### config.mk
export PLATFORM = sky130hd
export DESIGN_NAME = gclc_mac
export DESIGN_NICKNAME = d
export VERILOG_FILES = /design/src/gclc_pkg.sv /design/src/gclc_mac.sv
export SDC_FILE = /design/constraint.sdc
export NUM_CORES = 2
export LEC_CHECK = 0
export ABC_AREA = 1
export BUFFER_PORTS_ARGS = -buffer_cell sky130_fd_sc_hd__clkbuf_2
export CAP_MARGIN = 10
export CORE_MARGIN = 2
export CORE_UTILIZATION = 35
export DETAILED_ROUTE_END_ITERATION = 8
export REMOVE_ABC_BUFFERS = 1
export SYNTH_ARGS = -nofsm -noshare
export SYNTH_HDL_FRONTEND = slang
export SYNTH_SLANG_ARGS = --single-unit
export TNS_END_PERCENT = 100
### constraint.sdc
create_clock -name clk -period 8.51 [get_ports clk]
set_input_delay 1.702 -clock clk [delete_from_list [all_inputs] [get_ports clk]]
set_output_delay 1.702 -clock clk [all_outputs]
set_load 0.1 [all_outputs]
### src/gclc_pkg.sv
// Shared types, constants and helper functions of the gated causal long convolution unit.
package gclc_pkg;

  localparam logic [63:0] DEFAULT_SEED = 64'hA0C0FEE0A0C0FEE0;
  localparam logic [16:0] ONE_Q16      = 17'h10000;
  localparam int          XS_SHIFT_A   = 13;
  localparam int          XS_SHIFT_B   = 7;
  localparam int          XS_SHIFT_C   = 17;
  localparam int          FRAC_BITS    = 16;

  localparam logic [16:0] RESET_GAMMA  = 17'd58982;
  localparam logic [30:0] RESET_CLAMP  = 31'd8388608;

  // Configuration register indexes.
  localparam logic [1:0] CFG_SEED   = 2'd0;
  localparam logic [1:0] CFG_GAMMA  = 2'd1;
  localparam logic [1:0] CFG_CLAMP  = 2'd2;
  localparam logic [1:0] CFG_BYPASS = 2'd3;

  typedef enum logic [3:0] {
    S_IDLE,
    S_GEN_DRAW,
    S_GEN_WAIT,
    S_GATE_DRAW,
    S_CONV,
    S_CONV_DRAIN,
    S_CLAMP1,
    S_GMUL,
    S_GATE_WAIT,
    S_CLAMP2,
    S_DONE
  } state_t;

  // Control of the shared multiply-accumulate unit.
  typedef struct packed {
    logic mul;   // Form a product of the operands in this cycle.
    logic load;  // The product replaces the accumulator instead of adding to it.
  } mac_ctl_t;

  function automatic logic [63:0] xorshift_next(input logic [63:0] st);
    logic [63:0] v;
    v = st;
    v = v ^ (v << XS_SHIFT_A);
    v = v ^ (v >> XS_SHIFT_B);
    v = v ^ (v << XS_SHIFT_C);
    return v;
  endfunction

  // Symmetric saturation of a 64-bit two's complement value to +-lim.
  function automatic logic signed [31:0] clamp_sym(input logic signed [63:0] v,
                                                   input logic [30:0] lim);
    logic signed [63:0] hi;
    logic signed [63:0] lo;
    hi = $signed({33'b0, lim});
    lo = -hi;
    if (v > hi) begin
      return hi[31:0];
    end else if (v < lo) begin
      return lo[31:0];
    end
    return v[31:0];
  endfunction

endpackage

### src/gclc_mac.sv
// Shared multiply-accumulate unit: registered 33x33 product followed by a 64-bit accumulator.
module gclc_mac import gclc_pkg::*; (
  input  logic               clk,
  input  logic               rst,
  input  mac_ctl_t           ctl,
  input  logic signed [32:0] op_a,
  input  logic signed [32:0] op_b,
  output logic [63:0]        acc,
  output logic               busy
);

  logic signed [65:0] prod_full;
  logic [63:0]        prod;
  logic               prod_vld;
  logic               prod_load;

  assign prod_full = op_a * op_b;
  assign busy      = prod_vld;

  always_ff @(posedge clk) begin
    if (rst) begin
      prod_vld  <= 1'b0;
      prod_load <= 1'b0;
    end else begin
      prod_vld  <= ctl.mul;
      prod_load <= ctl.load;
    end
  end

  // The accumulator wraps modulo 2^64.
  always_ff @(posedge clk) begin
    if (ctl.mul) begin
      prod <= prod_full[63:0];
    end
    if (prod_vld) begin
      acc <= prod_load ? prod : acc + prod;
    end
  end

endmodule

==> insert_results.sql <==
INSERT INTO impl_metrics (metric_group, metric, value, unit) VALUES
('finish', 'final_area', '57100', 'µm²'),
('min_path', 'min_to', 'acc[2]', ''),
('timing', 'maxSlewViolCount', '0', ''),
('synthesis', 'unique_masters_post_synth', '41', ''),
('setup_path', 'reg2reg_from', 'acc[0]', ''),
('grt', 'initial_antenna_violation_count', '1', ''),
('timing', 'fin_crit', '8290', 'ps'),
('clock_tree', 'tritoncts', 'yes', ''),
('setup_path', 'worst_setup_path_type', 'in -> reg', ''),
('detailed_routing', 'number_of_drc_violations_after_detailed_routing', '0', ''),
('timing', 'setup-tns-final', '0', 'ps'),
('timing', 'final-hold-violation-count', '0', ''),
('setup_path', 'cp_max_fo', '21', ''),
('timing', 'report.final.setup_viol', '0', ''),
('finish', 'final-seq-area', '3890', 'µm²'),
('min_path', 'worst_hold_path_depth', '2', ''),
('detailed_routing', 'post_drt_wl_per_cell', '18.1', 'µm'),
('grt', 'grt_overflow', '0', ''),
('floorplanning', 'fp.coreArea', '144000', 'µm²'),
('synthesis', 'synth.avg_cell_area', '7.53', 'µm²'),
('setup_path', 'reg2reg_setup_slack', '5530', 'ps'),
('floorplanning', 'initial_core_utilization', '0.353', ''),
('synthesis', 'yosysSeqAreaShare', '0.0765', ''),
('placed_design', 'place_congestion', '0.948', ''),
('synthesis', 'synth_warnings', '0', ''),
('placed_design', 'placed_cell_area', '56500', 'µm²'),
('timing', 'worst_clock_skew', '20.4', 'ps'),
('clock_tree', 'clock_tree.root_cell', 'clkbuf_16', ''),
('floorplanning', 'die-width', '385', 'µm'),
('synthesis', 'synthTopCellsByArea', 'fa_1, inv_1, nand2_1', ''),
('timing', 'rsz0062_at_grt', 'yes', ''),
('placed_design', 'place.port_buffers', '134', ''),
('flow_run', 'timing.max_cap.violations', '0', ''),
('synthesis', 'synth.largest_area_cell', 'fa_1', ''),
('grt', 'grt_pass1_vias', '44600', ''),
('synthesis', 'syn_inst', '6741', ''),
('synthesis', 'synth_seq_cells', '130', ''),
('setup_path', 'worst_setup_start_kind', 'primary input', ''),
('synthesis', 'netlist.area_leader.share', '0.444', ''),
('floorplanning', 'design.portCount', '135', ''),
('clock_tree', 'numClockSinks', '130', ''),
('finish', 'fillCellCount', '14900', ''),
('grt', 'grt_first_pass_wirelength', '255', 'mm'),
('setup_path', 'critical_path_arrival', '8500', 'ps'),
('floorplanning', 'floorplan.rows', '139', ''),
('timing', 'max-slew-margin-rel', '0.306', ''),
('detailed_routing', 'drt_via_density', '4.67', ''),
('finish', 'multiInputGateArea', '38200', 'µm²'),
('clock_tree', 'ctsLongestPathBuffers', '2', ''),
('setup_path', 'reg2reg_depth', '15', ''),
('setup_path', 'worstSetupEndpointType', 'flop', ''),
('setup_path', 'required', '8710', 'ps'),
('grt', 'grt_usage', '0.224', ''),
('run_status', 'outcome', 'finished clean', ''),
('min_path', 'hold_path_startpoint', 'prod[2]', ''),
('detailed_routing', 'dr.pass1.iters', '6', ''),
('clock_tree', 'numCtsBuffers', '17', ''),
('detailed_routing', 'detail_route.wirelength', '161', 'mm'),
('detailed_routing', 'final_antenna_net_count', '0', ''),
('floorplanning', 'die_area', '148000', 'µm²'),
('floorplanning', 'dieHeight', '385', 'µm'),
('min_path', 'worst_hold_path_type', 'reg -> reg', ''),
('finish', 'areaGrowthSynthToFinish', '12.5', '%'),
('finish', 'num_antenna_cells', '0', ''),
('finish', 'net_count_reported_at_finish', '8473', ''),
('grt', 'grt_max_degree', '66', ''),
('timing', 'period_share', '0.974', ''),
('placed_design', 'place_hpwl', '143', 'mm'),
('detailed_routing', 'drt_iter0_drc', '2525', ''),
('detailed_routing', 'dr_total_vias', '41700', ''),
('clock_tree', 'clock_insertion_delay_worst_skew', '470', 'ps'),
('clock_tree', 'clock_transition_at_the_registers_of_the_reported_paths', '70', 'ps'),
('timing', 'clock.fmax', '121', 'MHz'),
('finish', 'final_layout_size_suffix_gt1_frac', '0.0901', ''),
('clock_tree', 'h-tree-depth', '4', ''),
('timing', 'worstMarginPinSlew', '1040', 'ps'),
('setup_path', 'timing.rr.end', 'acc[60]', ''),
('synthesis', 'syn_area', '50800', 'µm²');
[flip-flops by register name (all words and copies together) (netlist names)]
signal / cells
acc: 64
prod: 64
busy: 1
prod_load: 1
[synthesized netlist by cell type, drive strengths merged]
cell type  number
a21boi          1
a21o            8
a21oi         144
a31oi           1
and3            7
buf             7
clkbuf        270
clkinv          1
dfxtp           2
edfxtp        128
fa           1126
ha            275
inv          2041
nand2        2034
nand3         170
nand3b         12
nand4          37
nor2          255
nor3           30
nor4            9
o211ai          1
o21a            7
o21ai          72
o21bai         15
or2            28
xnor2          23
xor2           37
[layout make-up]
type,instances,share of cell area
Timing Repair Buffer,519,0.0767
Inverter,2042,0.134
Clock buffer,17,0.00744
Clock inverter,15,0.00296
Multi-Input combinational cell,4292,0.669
Tap cell,1903,0.0417
Sequential cell,130,0.0680
[layout by cell type, fill, tap and decap left out, types with 5 or more instances in the layout]
master	n
nand3_2	6
buf_4	316
edfxtp_1	128
clkbuf_2	130
a21oi_2	5
a21oi_1	139
a21o_1	8
ha_1	274
o21a_1	7
nand3b_1	11
fa_1	1126
or2_2	23
inv_8	5
buf_12	64
nand3_1	164
o21ai_1	10
nand2_2	21
xor2_1	37
nor3_2	7
clkbuf_16	17
nor3_1	23
xnor2_1	22
o21ai_0	62
o21bai_1	15
nor2_1	244
nor2_2	10
nand2_1	2013
and3_1	6
nor4_1	7
inv_1	2041
nand4_1	37
[how the worst max path moves through the flow]
stage / start / endpoint / slack (ps) / cells after the start
final: op_b[13] / prod[30] / 220 / 27
after global routing: op_b[7] / prod[38] / -20 / 28
after CTS: op_b[2] / prod[30] / 50 / 28
after detailed placement: op_b[2] / prod[30] / -410 / 28
after global placement: op_b[7] / prod[30] / -380 / 26
after floorplan: op_a[32] / prod[60] / 370 / 23
[cells by family (layout without fill, tap and decap cells)]
family / Yosys count / count (layout) / share of synthesized area
buffers and inverters: 2319 / 2593 / 0.172
adder cells (fa/ha/maj): 1401 / 1401 / 0.512
AO/OA/AOI/OAI: 249 / 249 / 0.0261
flip-flops: 130 / 130 / 0.0765
AND/OR/NAND/NOR: 2582 / 2582 / 0.204
XOR/XNOR: 60 / 60 / 0.0103
[per-layer routing]
metal | vias up | wire length (µm) | GRT usage
li1 | 19500 | - | -
met1 | 20900 | 68300 | 0.290
met2 | 1041 | 81400 | 0.401
met3 | 184 | 6500 | 0.0165
met4 | 2 | 4900 | 0.0638
met5 | - | 13 | 0
[critical path, cell delays in order]
cell and delay [ps]:
clkbuf_2 190, buf_4 200, buf_12 150, nand2_1 70, inv_1 60, fa_1 500
inv_1 50, fa_1 500, fa_1 580, inv_1 60, fa_1 480, fa_1 570
fa_1 450, fa_1 520, inv_1 60, fa_1 500, inv_1 50, ha_1 340
a21oi_1 240, buf_4 140, o21ai_0 110, a21oi_1 190, o21ai_0 140, inv_1 70
nand2_1 160, xor2_1 210, buf_4 170
[stage by stage]
step                std cells   util  hold WS [ps]  setup slack (ps)
finish                   8918  0.397           558               217
global placement         8885  0.393           534              -380
floorplan                6464      -           521               370
global route             8918  0.397           591             -20.6
CTS                      8917  0.397           557              54.4
detailed placement       8885  0.393           540              -411
[repair_timing]
action	4_1_cts	5_1_grt
gates resized for setup	0	30
setup buffers	0	1
endpoints found under the setup margin	0	30
hold buffers	0	0
Power is left out: the tool's default activity adds up to more than one toggle a clock period on the data nets, which glitch-free logic cannot reach.
